===== src/qkvg_pkg.sv =====
// qkvg_pkg: widths, register indexes, part kinds and the emitter item type
// for the qkv head tile address generator; no dependencies
package qkvg_pkg;

	// field and register widths
	localparam int UNIT_W = 32;
	localparam int TILE_W = 32;
	localparam int PER_W = 7;
	localparam int GRP_W = 7;
	localparam int TPH_W = 5;
	localparam int ROW_W = 16;
	localparam int KIND_W = 2;
	localparam int CFG_IDX_W = 2;
	localparam int CFG_DATA_W = 16;

	// derived widths
	localparam int HEADS_W = PER_W + GRP_W;
	localparam int QTOT_W = HEADS_W + TPH_W;
	localparam int KVTOT_W = GRP_W + TPH_W;
	localparam int KOFS_W = QTOT_W + 1;
	localparam int VOFS_W = QTOT_W + 2;

	// configuration register indexes
	localparam logic [CFG_IDX_W-1:0] REG_Q_HEADS_PER_GROUP = 2'd0;
	localparam logic [CFG_IDX_W-1:0] REG_KV_GROUP_COUNT = 2'd1;
	localparam logic [CFG_IDX_W-1:0] REG_TILES_PER_HEAD = 2'd2;
	localparam logic [CFG_IDX_W-1:0] REG_ROW_WIDTH_TILES = 2'd3;

	// configuration reset values
	localparam logic [PER_W-1:0] RST_Q_HEADS_PER_GROUP = 7'd1;
	localparam logic [GRP_W-1:0] RST_KV_GROUP_COUNT = 7'd1;
	localparam logic [TPH_W-1:0] RST_TILES_PER_HEAD = 5'd1;
	localparam logic [ROW_W-1:0] RST_ROW_WIDTH_TILES = 16'd3;

	typedef enum logic [KIND_W-1:0] {
		PART_Q = 2'd0,
		PART_K = 2'd1,
		PART_V = 2'd2
	} part_kind_t;

	// one work unit as handed to the emitter
	typedef struct packed {
		logic [TILE_W-1:0] q_start;
		logic [TILE_W-1:0] k_start;
		logic [TILE_W-1:0] v_start;
		logic [TPH_W-1:0]  tiles;
		logic              first;
	} emit_item_t;

endpackage


===== src/qkvg_if.sv =====
// qkvg_in_if and qkvg_out_if: valid/ready request channels of the generator
// depends on qkvg_pkg for payload widths
interface qkvg_in_if;
	logic                        valid;
	logic                        ready;
	logic [qkvg_pkg::UNIT_W-1:0] work_unit_index;

	modport source (output valid, output work_unit_index, input ready);
	modport sink (input valid, input work_unit_index, output ready);
endinterface

interface qkvg_out_if;
	logic                        valid;
	logic                        ready;
	logic [qkvg_pkg::TILE_W-1:0] tile_index;
	logic [qkvg_pkg::KIND_W-1:0] part_kind;
	logic                        last_of_run;

	modport source (output valid, output tile_index, output part_kind, output last_of_run,
		input ready);
	modport sink (input valid, input tile_index, input part_kind, input last_of_run,
		output ready);
endinterface


===== src/qkvg_div_pipe.sv =====
// qkvg_div_pipe: pipelined restoring divider, STEP quotient bits per stage,
// with a sideband carried alongside; no package dependencies
module qkvg_div_pipe #(
	parameter int N = 32,
	parameter int D = 14,
	parameter int STEP = 4,
	parameter int SW = 1
) (
	input  logic         clk,
	input  logic         arst_n,
	input  logic         adv,
	input  logic         in_valid,
	input  logic [N-1:0] dividend,
	input  logic [D-1:0] divisor,
	input  logic [SW-1:0] side_i,
	output logic         out_valid,
	output logic [N-1:0] quotient,
	output logic [D-1:0] remainder,
	output logic [SW-1:0] side_o
);

	localparam int STAGES = (N + STEP - 1) / STEP;
	localparam int PAD = STAGES * STEP;

	logic [STAGES-1:0] vld_s;
	logic [D-1:0]      rem_s [STAGES];
	logic [PAD-1:0]    quo_s [STAGES];
	logic [SW-1:0]     side_s [STAGES];

	for (genvar g = 0; g < STAGES; g++) begin : g_stage
		logic          vld_in;
		logic [D-1:0]  rem_in;
		logic [PAD-1:0] quo_in;
		logic [SW-1:0] side_in;
		logic [D-1:0]  rem_nx;
		logic [PAD-1:0] quo_nx;

		if (g == 0) begin : g_head
			assign vld_in = in_valid;
			assign rem_in = '0;
			assign quo_in = PAD'(dividend);
			assign side_in = side_i;
		end else begin : g_body
			assign vld_in = vld_s[g-1];
			assign rem_in = rem_s[g-1];
			assign quo_in = quo_s[g-1];
			assign side_in = side_s[g-1];
		end

		// shift-subtract steps of this stage
		always_comb begin
			logic [D:0] trial;
			logic       ge;
			rem_nx = rem_in;
			quo_nx = quo_in;
			for (int k = 0; k < STEP; k++) begin
				trial = {rem_nx, quo_nx[PAD-1]};
				ge = trial >= {1'b0, divisor};
				quo_nx = {quo_nx[PAD-2:0], ge};
				rem_nx = ge ? D'(trial - {1'b0, divisor}) : trial[D-1:0];
			end
		end

		// stage valid
		always_ff @(posedge clk or negedge arst_n) begin
			if (!arst_n) begin
				vld_s[g] <= 1'b0;
			end else if (adv) begin
				vld_s[g] <= vld_in;
			end
		end

		// stage payload
		always_ff @(posedge clk) begin
			if (adv) begin
				rem_s[g] <= rem_nx;
				quo_s[g] <= quo_nx;
				side_s[g] <= side_in;
			end
		end
	end

	assign out_valid = vld_s[STAGES-1];
	assign quotient = quo_s[STAGES-1][N-1:0];
	assign remainder = rem_s[STAGES-1];
	assign side_o = side_s[STAGES-1];

endmodule


===== src/qkvg_emit.sv =====
// qkvg_emit: expands a work unit into q (plus k, v for first heads) tile runs,
// one result per unstalled cycle via output register; uses qkvg_pkg, qkvg_if
module qkvg_emit (
	input  logic                 clk,
	input  logic                 arst_n,
	input  logic                 in_valid,
	output logic                 in_ready,
	input  qkvg_pkg::emit_item_t item,
	qkvg_out_if.source           tile_ch
);

	logic                               busy_q;
	qkvg_pkg::part_kind_t               kind_q;
	logic                               first_q;
	logic [qkvg_pkg::TPH_W-1:0]         idx_q;
	logic [qkvg_pkg::TPH_W-1:0]         tiles_q;
	logic [qkvg_pkg::TILE_W-1:0]        tile_q;
	logic [qkvg_pkg::TILE_W-1:0]        k_start_q;
	logic [qkvg_pkg::TILE_W-1:0]        v_start_q;
	logic                               out_valid_q;
	logic [qkvg_pkg::TILE_W-1:0]        out_tile_q;
	qkvg_pkg::part_kind_t               out_kind_q;
	logic                               out_last_q;

	logic load;
	logic run_end;
	logic final_res;
	logic take;

	// result slot free and a tile pending
	assign load = busy_q && (!out_valid_q || tile_ch.ready);
	assign run_end = idx_q == qkvg_pkg::TPH_W'(tiles_q - 1'b1);
	assign final_res = run_end && (kind_q == qkvg_pkg::PART_V ||
		(kind_q == qkvg_pkg::PART_Q && !first_q));
	assign in_ready = !busy_q || (load && final_res);
	assign take = in_valid && in_ready;

	// control: busy flag, current run kind, output valid
	always_ff @(posedge clk or negedge arst_n) begin
		if (!arst_n) begin
			busy_q <= 1'b0;
			kind_q <= qkvg_pkg::PART_Q;
			out_valid_q <= 1'b0;
		end else begin
			if (take) begin
				busy_q <= item.tiles != '0;
				kind_q <= qkvg_pkg::PART_Q;
			end else if (load) begin
				if (final_res) begin
					busy_q <= 1'b0;
				end else if (run_end) begin
					kind_q <= (kind_q == qkvg_pkg::PART_Q) ? qkvg_pkg::PART_K
						: qkvg_pkg::PART_V;
				end
			end
			if (load) begin
				out_valid_q <= 1'b1;
			end else if (tile_ch.ready) begin
				out_valid_q <= 1'b0;
			end
		end
	end

	// run position and tile counter
	always_ff @(posedge clk) begin
		if (take) begin
			idx_q <= '0;
			tiles_q <= item.tiles;
			first_q <= item.first;
			tile_q <= item.q_start;
			k_start_q <= item.k_start;
			v_start_q <= item.v_start;
		end else if (load) begin
			if (run_end) begin
				idx_q <= '0;
				tile_q <= (kind_q == qkvg_pkg::PART_Q) ? k_start_q : v_start_q;
			end else begin
				idx_q <= idx_q + 1'b1;
				tile_q <= tile_q + 1'b1;
			end
		end
	end

	// output register
	always_ff @(posedge clk) begin
		if (load) begin
			out_tile_q <= tile_q;
			out_kind_q <= kind_q;
			out_last_q <= final_res;
		end
	end

	assign tile_ch.valid = out_valid_q;
	assign tile_ch.tile_index = out_tile_q;
	assign tile_ch.part_kind = out_kind_q;
	assign tile_ch.last_of_run = out_last_q;

	// a run in progress never has zero length
	a_busy_tiles: assert property (@(posedge clk) disable iff (!arst_n)
		busy_q |-> tiles_q != '0)
		else $error("emitter busy with empty run");

	// position stays inside the run
	a_idx_range: assert property (@(posedge clk) disable iff (!arst_n)
		busy_q |-> idx_q < tiles_q)
		else $error("emitter index past run length");

	// k and v runs only for the first head of a group
	a_kv_first: assert property (@(posedge clk) disable iff (!arst_n)
		(busy_q && kind_q != qkvg_pkg::PART_Q) |-> first_q)
		else $error("key/value run for non-first head");

	// a blocked emitter holds its position
	a_hold: assert property (@(posedge clk) disable iff (!arst_n)
		(busy_q && !load) |=> ($stable(tile_q) && $stable(idx_q) && busy_q))
		else $error("emitter moved while output blocked");

endmodule


===== src/qkv_head_tile_address_generator_core.sv =====
// qkv_head_tile_address_generator_core: top level of the tile address generator
// depends on qkvg_pkg, qkvg_if, qkvg_div_pipe and qkvg_emit
//
// channel   dir   payload                                   handshake
// unit_ch   in    work_unit_index[31:0]                     valid/ready
// tile_ch   out   tile_index[31:0], part_kind[1:0], last    valid/ready
// cfg       in    cfg_index[1:0], cfg_wdata[15:0]           cfg_we, no wait
//
// a work unit is taken when the pipe moves and no register write holds it; it then passes
// the entry stage, 8 + 4 divider stages, 2 address stages, emitter load, output register.
// the emitter sets the pace: a unit gives tiles_per_head tile requests, three times as many
// when its head is first of its group, none when tiles_per_head is 0. arst_n clears all
// valid bits and loads the register reset values. a stall at tile_ch holds the emitter and
// then the whole pipe; unit_ch also waits during a register write and its settle hold.
module qkv_head_tile_address_generator_core #(
	parameter int MAX_HEAD_TILES = 16
) (
	input  logic                              clk,
	input  logic                              arst_n,
	input  logic                              cfg_we,
	input  logic [qkvg_pkg::CFG_IDX_W-1:0]    cfg_index,
	input  logic [qkvg_pkg::CFG_DATA_W-1:0]   cfg_wdata,
	qkvg_in_if.sink                           unit_ch,
	qkvg_out_if.source                        tile_ch
);

	localparam int DIV_STEP = 4;
	localparam int CFG_SETTLE = 2;

	// configuration registers
	logic [qkvg_pkg::PER_W-1:0] cfg_per_q;
	logic [qkvg_pkg::GRP_W-1:0] cfg_grp_q;
	logic [qkvg_pkg::TPH_W-1:0] cfg_tph_q;
	logic [qkvg_pkg::ROW_W-1:0] cfg_row_q;
	logic [1:0]                 cfg_hold_q;

	// derived configuration
	logic [qkvg_pkg::PER_W-1:0]   per_q;
	logic [qkvg_pkg::GRP_W-1:0]   grp_q;
	logic [qkvg_pkg::TPH_W-1:0]   tiles_q;
	logic [qkvg_pkg::HEADS_W-1:0] heads_q;
	logic [qkvg_pkg::QTOT_W-1:0]  qtot_q;
	logic [qkvg_pkg::KVTOT_W-1:0] kvtot_q;

	// pipeline
	logic                          adv;
	logic                          in_open;
	logic                          emit_ready;
	logic                          vld_s0;
	logic [qkvg_pkg::UNIT_W-1:0]   unit_s0;
	logic                          d1_valid;
	logic [qkvg_pkg::UNIT_W-1:0]   d1_block;
	logic [qkvg_pkg::HEADS_W-1:0]  d1_head;
	logic                          d2_valid;
	logic [qkvg_pkg::HEADS_W-1:0]  d2_quo;
	logic [qkvg_pkg::PER_W-1:0]    d2_rem;
	logic [qkvg_pkg::UNIT_W+qkvg_pkg::HEADS_W-1:0] d2_side;
	logic [qkvg_pkg::UNIT_W-1:0]   d2_block;
	logic [qkvg_pkg::HEADS_W-1:0]  d2_head;
	logic [qkvg_pkg::GRP_W-1:0]    d2_group;
	logic                          vld_s1;
	logic [qkvg_pkg::TILE_W-1:0]   base_s1;
	logic [qkvg_pkg::QTOT_W-1:0]   qofs_s1;
	logic [qkvg_pkg::KOFS_W-1:0]   kofs_s1;
	logic [qkvg_pkg::VOFS_W-1:0]   vofs_s1;
	logic                          first_s1;
	logic                          vld_s2;
	qkvg_pkg::emit_item_t          item_s2;
	logic [qkvg_pkg::KVTOT_W-1:0]  goff;

	// register writes
	always_ff @(posedge clk or negedge arst_n) begin
		if (!arst_n) begin
			cfg_per_q <= qkvg_pkg::RST_Q_HEADS_PER_GROUP;
			cfg_grp_q <= qkvg_pkg::RST_KV_GROUP_COUNT;
			cfg_tph_q <= qkvg_pkg::RST_TILES_PER_HEAD;
			cfg_row_q <= qkvg_pkg::RST_ROW_WIDTH_TILES;
		end else if (cfg_we) begin
			case (cfg_index)
				qkvg_pkg::REG_Q_HEADS_PER_GROUP: cfg_per_q <= cfg_wdata[qkvg_pkg::PER_W-1:0];
				qkvg_pkg::REG_KV_GROUP_COUNT:    cfg_grp_q <= cfg_wdata[qkvg_pkg::GRP_W-1:0];
				qkvg_pkg::REG_TILES_PER_HEAD:    cfg_tph_q <= cfg_wdata[qkvg_pkg::TPH_W-1:0];
				qkvg_pkg::REG_ROW_WIDTH_TILES:   cfg_row_q <= cfg_wdata[qkvg_pkg::ROW_W-1:0];
				default: ;
			endcase
		end
	end

	// hold off new requests until the derived totals follow a write
	always_ff @(posedge clk or negedge arst_n) begin
		if (!arst_n) begin
			cfg_hold_q <= '0;
		end else if (cfg_we) begin
			cfg_hold_q <= 2'(CFG_SETTLE);
		end else if (cfg_hold_q != '0) begin
			cfg_hold_q <= cfg_hold_q - 1'b1;
		end
	end

	// clamp counts, then register head and kv tile totals from them, q total from heads
	always_ff @(posedge clk or negedge arst_n) begin
		if (!arst_n) begin
			per_q <= qkvg_pkg::PER_W'(1);
			grp_q <= qkvg_pkg::GRP_W'(1);
			tiles_q <= qkvg_pkg::TPH_W'(1);
			heads_q <= qkvg_pkg::HEADS_W'(1);
			qtot_q <= qkvg_pkg::QTOT_W'(1);
			kvtot_q <= qkvg_pkg::KVTOT_W'(1);
		end else begin
			per_q <= (cfg_per_q == '0) ? qkvg_pkg::PER_W'(1) : cfg_per_q;
			grp_q <= (cfg_grp_q == '0) ? qkvg_pkg::GRP_W'(1) : cfg_grp_q;
			tiles_q <= (32'(cfg_tph_q) > 32'(MAX_HEAD_TILES))
				? qkvg_pkg::TPH_W'(MAX_HEAD_TILES) : cfg_tph_q;
			heads_q <= qkvg_pkg::HEADS_W'(per_q) * qkvg_pkg::HEADS_W'(grp_q);
			qtot_q <= qkvg_pkg::QTOT_W'(heads_q) * qkvg_pkg::QTOT_W'(tiles_q);
			kvtot_q <= qkvg_pkg::KVTOT_W'(grp_q) * qkvg_pkg::KVTOT_W'(tiles_q);
		end
	end

	// whole pipe moves unless the last stage is blocked
	assign adv = !vld_s2 || emit_ready;
	assign in_open = !cfg_we && (cfg_hold_q == '0);
	assign unit_ch.ready = adv && in_open;

	// entry stage
	always_ff @(posedge clk or negedge arst_n) begin
		if (!arst_n) begin
			vld_s0 <= 1'b0;
		end else if (adv) begin
			vld_s0 <= unit_ch.valid && in_open;
		end
	end

	always_ff @(posedge clk) begin
		if (adv) begin
			unit_s0 <= unit_ch.work_unit_index;
		end
	end

	// block and head: unit / heads, unit % heads
	qkvg_div_pipe #(
		.N    (qkvg_pkg::UNIT_W),
		.D    (qkvg_pkg::HEADS_W),
		.STEP (DIV_STEP),
		.SW   (1)
	) u_div_head (
		.clk       (clk),
		.arst_n    (arst_n),
		.adv       (adv),
		.in_valid  (vld_s0),
		.dividend  (unit_s0),
		.divisor   (heads_q),
		.side_i    (1'b0),
		.out_valid (d1_valid),
		.quotient  (d1_block),
		.remainder (d1_head),
		.side_o    ()
	);

	// group and first flag: head / per, head % per
	qkvg_div_pipe #(
		.N    (qkvg_pkg::HEADS_W),
		.D    (qkvg_pkg::PER_W),
		.STEP (DIV_STEP),
		.SW   (qkvg_pkg::UNIT_W + qkvg_pkg::HEADS_W)
	) u_div_group (
		.clk       (clk),
		.arst_n    (arst_n),
		.adv       (adv),
		.in_valid  (d1_valid),
		.dividend  (d1_head),
		.divisor   (per_q),
		.side_i    ({d1_block, d1_head}),
		.out_valid (d2_valid),
		.quotient  (d2_quo),
		.remainder (d2_rem),
		.side_o    (d2_side)
	);

	assign d2_block = d2_side[qkvg_pkg::UNIT_W+qkvg_pkg::HEADS_W-1:qkvg_pkg::HEADS_W];
	assign d2_head = d2_side[qkvg_pkg::HEADS_W-1:0];
	assign d2_group = d2_quo[qkvg_pkg::GRP_W-1:0];
	assign goff = qkvg_pkg::KVTOT_W'(d2_group) * qkvg_pkg::KVTOT_W'(tiles_q);

	// stage 1: row base and offsets inside the row
	always_ff @(posedge clk or negedge arst_n) begin
		if (!arst_n) begin
			vld_s1 <= 1'b0;
		end else if (adv) begin
			vld_s1 <= d2_valid;
		end
	end

	always_ff @(posedge clk) begin
		if (adv) begin
			base_s1 <= qkvg_pkg::TILE_W'(d2_block * cfg_row_q);
			qofs_s1 <= qkvg_pkg::QTOT_W'(d2_head) * qkvg_pkg::QTOT_W'(tiles_q);
			kofs_s1 <= qkvg_pkg::KOFS_W'(qtot_q) + qkvg_pkg::KOFS_W'(goff);
			vofs_s1 <= qkvg_pkg::VOFS_W'(qtot_q) + qkvg_pkg::VOFS_W'(kvtot_q)
				+ qkvg_pkg::VOFS_W'(goff);
			first_s1 <= d2_rem == '0;
		end
	end

	// stage 2: run start tiles
	always_ff @(posedge clk or negedge arst_n) begin
		if (!arst_n) begin
			vld_s2 <= 1'b0;
		end else if (adv) begin
			vld_s2 <= vld_s1;
		end
	end

	always_ff @(posedge clk) begin
		if (adv) begin
			item_s2.q_start <= base_s1 + qkvg_pkg::TILE_W'(qofs_s1);
			item_s2.k_start <= base_s1 + qkvg_pkg::TILE_W'(kofs_s1);
			item_s2.v_start <= base_s1 + qkvg_pkg::TILE_W'(vofs_s1);
			item_s2.tiles <= tiles_q;
			item_s2.first <= first_s1;
		end
	end

	// tile run expansion
	qkvg_emit u_emit (
		.clk      (clk),
		.arst_n   (arst_n),
		.in_valid (vld_s2),
		.in_ready (emit_ready),
		.item     (item_s2),
		.tile_ch  (tile_ch)
	);

endmodule


===== src/flat_wrapper.sv =====
// flat-port wrapper written by rule: the top's interface ports become plain ports
module qkv_head_tile_address_generator_core_flat 
#(
	parameter int MAX_HEAD_TILES = 16
)
  (clk, arst_n, cfg_we, cfg_index, cfg_wdata, unit_ch_valid, unit_ch_work_unit_index, unit_ch_ready, tile_ch_valid, tile_ch_tile_index, tile_ch_part_kind, tile_ch_last_of_run, tile_ch_ready);
  qkvg_in_if unit_ch_i ();
  qkvg_out_if tile_ch_i ();
  input  logic clk;
  input  logic arst_n;
  input  logic cfg_we;
  input  logic [qkvg_pkg::CFG_IDX_W-1:0] cfg_index;
  input  logic [qkvg_pkg::CFG_DATA_W-1:0] cfg_wdata;
  input wire logic [$bits(unit_ch_i.valid)-1:0] unit_ch_valid;
  input wire logic [$bits(unit_ch_i.work_unit_index)-1:0] unit_ch_work_unit_index;
  output wire logic [$bits(unit_ch_i.ready)-1:0] unit_ch_ready;
  output wire logic [$bits(tile_ch_i.valid)-1:0] tile_ch_valid;
  output wire logic [$bits(tile_ch_i.tile_index)-1:0] tile_ch_tile_index;
  output wire logic [$bits(tile_ch_i.part_kind)-1:0] tile_ch_part_kind;
  output wire logic [$bits(tile_ch_i.last_of_run)-1:0] tile_ch_last_of_run;
  input wire logic [$bits(tile_ch_i.ready)-1:0] tile_ch_ready;
  assign unit_ch_i.valid = unit_ch_valid;
  assign unit_ch_i.work_unit_index = unit_ch_work_unit_index;
  assign unit_ch_ready = unit_ch_i.ready;
  assign tile_ch_valid = tile_ch_i.valid;
  assign tile_ch_tile_index = tile_ch_i.tile_index;
  assign tile_ch_part_kind = tile_ch_i.part_kind;
  assign tile_ch_last_of_run = tile_ch_i.last_of_run;
  assign tile_ch_i.ready = tile_ch_ready;
  qkv_head_tile_address_generator_core #(.MAX_HEAD_TILES(MAX_HEAD_TILES)) u_core (.clk(clk), .arst_n(arst_n), .cfg_we(cfg_we), .cfg_index(cfg_index), .cfg_wdata(cfg_wdata), .unit_ch(unit_ch_i), .tile_ch(tile_ch_i));
endmodule

===== config.mk =====
export PLATFORM = sky130hd
export DESIGN_NAME = qkv_head_tile_address_generator_core_flat
export DESIGN_NICKNAME = d
export VERILOG_FILES = /design/src/qkvg_pkg.sv /design/src/qkvg_if.sv /design/src/qkvg_div_pipe.sv /design/src/qkvg_emit.sv /design/src/qkv_head_tile_address_generator_core.sv /design/src/flat_wrapper.sv
export SDC_FILE = /design/constraint.sdc
export NUM_CORES = 2
export LEC_CHECK = 0
export ABC_AREA = 1
export BUFFER_PORTS_ARGS = -buffer_cell sky130_fd_sc_hd__buf_2
export CAP_MARGIN = 20
export CORE_MARGIN = 8
export CORE_UTILIZATION = 44
export DETAILED_ROUTE_END_ITERATION = 10
export HOLD_SLACK_MARGIN = 0.03
export MAX_ROUTING_LAYER = met4
export PLACE_DENSITY = 0.69
export SLEW_MARGIN = 40
export SYNTH_ARGS = -nofsm -noshare
export SYNTH_HDL_FRONTEND = slang
export SYNTH_SLANG_ARGS = --single-unit

===== constraint.sdc =====
create_clock -name clk -period 44.4 [get_ports clk]
set_clock_uncertainty 0.2 [all_clocks]
set_input_delay 4.44 -clock clk [delete_from_list [all_inputs] [get_ports clk]]
set_output_delay 4.44 -clock clk [all_outputs]
set_load 0.01 [all_outputs]

==> run metrics <==
Root Driver=clkbuf_16; Worst-path clk slew=0.08 ns; syn avg cell area=8.670 um^2; Final setup viols=0; Setup crit end kind=output pin; final WL=232.3 mm; critical-path maximum fanout=46; DRT iter0 DRCs=4824; Fillers=19060; Worst Hold Class=reg -> reg; Top Family by Delay on Critical Path=simple AND/OR/NAND/NOR gates; final net count=11850; RSZ-0062 raised after global routing=no; area leader, netlist=edfxtp_1; area of the core=0.2046 mm^2; Yosys cell types=76; Die X=469.4 um; GPL Wtd Cong=0.9630; share of cells above drive strength 1=6.048%; post-layout instance area=0.09786 mm^2; multi-input logic area=0.05161 mm^2; total gr overflow=0; status=finished, final reports clean; DRC violations left=0; Post-Syn Nets=11800; fmax=93.21 MHz; worst-path cell chain=buf_2 -> inv_1 -> nand2_1 -> nand2_1 -> inv_1 -> nand2_1 -> nand2_1 -> inv_1 -> nand2_4 -> nand2_1 -> inv_1 -> buf_2; top-count cell post-synth=nand2_1; vias per cell=5.257; Max Cap Viol=0; TritonCTS Buffers=118; first-pass GRT wire length=371.4 mm; PnR worst setup slack=33.67 ns; post-CTS sizing=0; Post-CTS Hold Buffers=0; TritonCTS clock tree=done; CP peak stage delay=0.48 ns; initial antenna violation count=1; most frequent CP cell=nand2_1; Buf/Inv on CP=6; Post-DRT Antenna Nets=0; Die Span Y=469.4 um; drt wl/cell=17.51 um; synthesized area=0.09045 mm^2; CP Launch Type=input pin; most frequent cells after synthesis=2738 x nand2_1, 1512 x inv_1, 954 x edfxtp_1; setup_tns=0 ns; Site Rows=166; Final period util=24.16%; detailed placement HPWL=176.5 mm; GRT Overall Usage=21.11%; synthesized flop and latch total=1079; largest net degree at the start of global routing=96; reg2reg start=u_core.heads_q[3]$_DFF_PN0_; number of global-route vias before repair=70370; register area share after synthesis=35.12%; area grow syn2layout=8.195%; Slowest-stage cell, CP=nand2_4; Ports=92; Place WS=33.64 ns; Max-slew headroom=41.72%; Starting Density=44.21%; Syn Inst Count=10430; H-tree levels=3; n_diodes=0; Area after DPL=0.09371 mm^2; CTS sink count=1079; ranking of synthesized cells by area=edfxtp_1 32%, ha_1 12%, nand2_1 11%; Die ar.=0.2203 mm^2; asr flop ratio synth=11.12%; CP arrival=6.09 ns; Hold Path Origin=u_core.u_div_group.side_s[2][23]$_DFFE_PP_; Slew Limit Fails=0; Post-CTS Setup Repair Bufs=0; Required @ worst endpoint=39.76 ns; EDFF count, synth=954; clock latency on the worst-skew pair=0.81 ns; maximum root-to-sink buffer count=3; Setup CP Type=in -> out; share of the synthesized area in the top cell type=31.67%; Vias=69760; IO Port Bufs=91; Tmin final=10.73 ns; Final Hold Fails=0; Critical Path Start=tile_ch_ready; Syn. warnings=0; Primary FF master, synth=edfxtp_1; DRT Pass-1 Iters=6; Slew @ Worst Pin=0.8742 ns; register area=0.03177 mm^2
-- stage by stage --
stage	hold WS (ns)	instances	utilization (%)
CTS	0.1804	13270	47.79
global route	0.1890	13270	47.84
global placement	0.1824	13040	45.76
detailed placement	0.1879	13040	45.81
floorplan	0.2003	10430	-
finish	0.1807	13270	47.84
-- sequential cells by signal (all words and copies together), names as in the netlist, 12 cells and up --
name                              cells
u_core.cfg_row_q                     16
u_core.kvtot_q                       12
u_core.base_s1                       32
u_core.u_div_group.side_s           163
u_core.u_emit.tile_q                 32
u_core.u_div_head.quo_s             256
u_core.kofs_s1                       20
u_core.u_emit.tile_ch.tile_index     32
u_core.unit_s0                       32
u_core.u_emit.v_start_q              32
u_core.qtot_q                        19
u_core.vofs_s1                       21
u_core.u_emit.k_start_q              32
u_core.item_s2                      102
u_core.u_div_group.rem_s             28
u_core.qofs_s1                       19
u_core.u_div_group.quo_s             31
u_core.u_div_head.rem_s             112
u_core.heads_q                       14
-- cells by family (layout without fill, tap and decap cells) --
family | Yosys count | count (layout) | synth area share (%)
and+or+nand+nor | 4067 | 4067 | 19.07
other | 1 | 1 | 0.004146
buffers and inverters | 1806 | 1956 | 7.835
xor gates and xnor gates | 669 | 669 | 6.493
adders and majority gates | 1314 | 1314 | 22.17
DFF | 1079 | 1079 | 35.12
AOI/OAI and AO/OA | 1478 | 1478 | 9.087
muxes | 18 | 18 | 0.2241
-- path summary, 6_finish.rpt --
check	endpoint	slack, ns	cells after the start
max in group asynchronous	u_core.heads_q[1]$_DFF_PN0_	39.35	2
setup / recovery	unit_ch_ready	33.67	12
hold reg to reg	u_core.u_div_group.side_s[3][23]$_DFFE_PP_	0.18	0
setup reg to reg	u_core.u_div_head.rem_s[0][55]$_DFFE_PP_	34.15	46
hold / removal	u_core.u_div_group.side_s[3][23]$_DFFE_PP_	0.18	0
min in group asynchronous	u_core.cfg_tph_q[3]$_DFFE_PN0P_	3.48	1
-- layout make-up --
| class | count | area share [%] |
|---|---|---|
| Multi-Input combinational cell | 7547 | 52.74 |
| Sequential cell | 1079 | 32.47 |
| Inverter | 1558 | 5.995 |
| Tap cell | 2688 | 3.437 |
| Clock buffer | 140 | 3.198 |
| Timing Repair Buffer | 174 | 1.204 |
| Clock inverter | 84 | 0.9563 |
-- metal layers --
layer	GRT usage (%)	vias to the layer above	routed length, um
met4	8.283	0	10160
met2	35.48	1784	110400
li1	-	34350	-
met3	2.650	519	11860
met5	-	-	0
met1	26.02	33110	99880
-- cells in the final DEF (no fill, tap or decap), types with 391 or more instances in the layout --
cell / count
xor2_1: 416
ha_1: 833
edfxtp_1: 954
o21ai_0: 391
inv_1: 1504
a21oi_1: 684
fa_1: 481
nor2_1: 419
nand2_1: 2737
nand3_1: 499
Power is not shown: default switching activity piles up to over one toggle a cycle in this logic, so the estimate is an artifact.
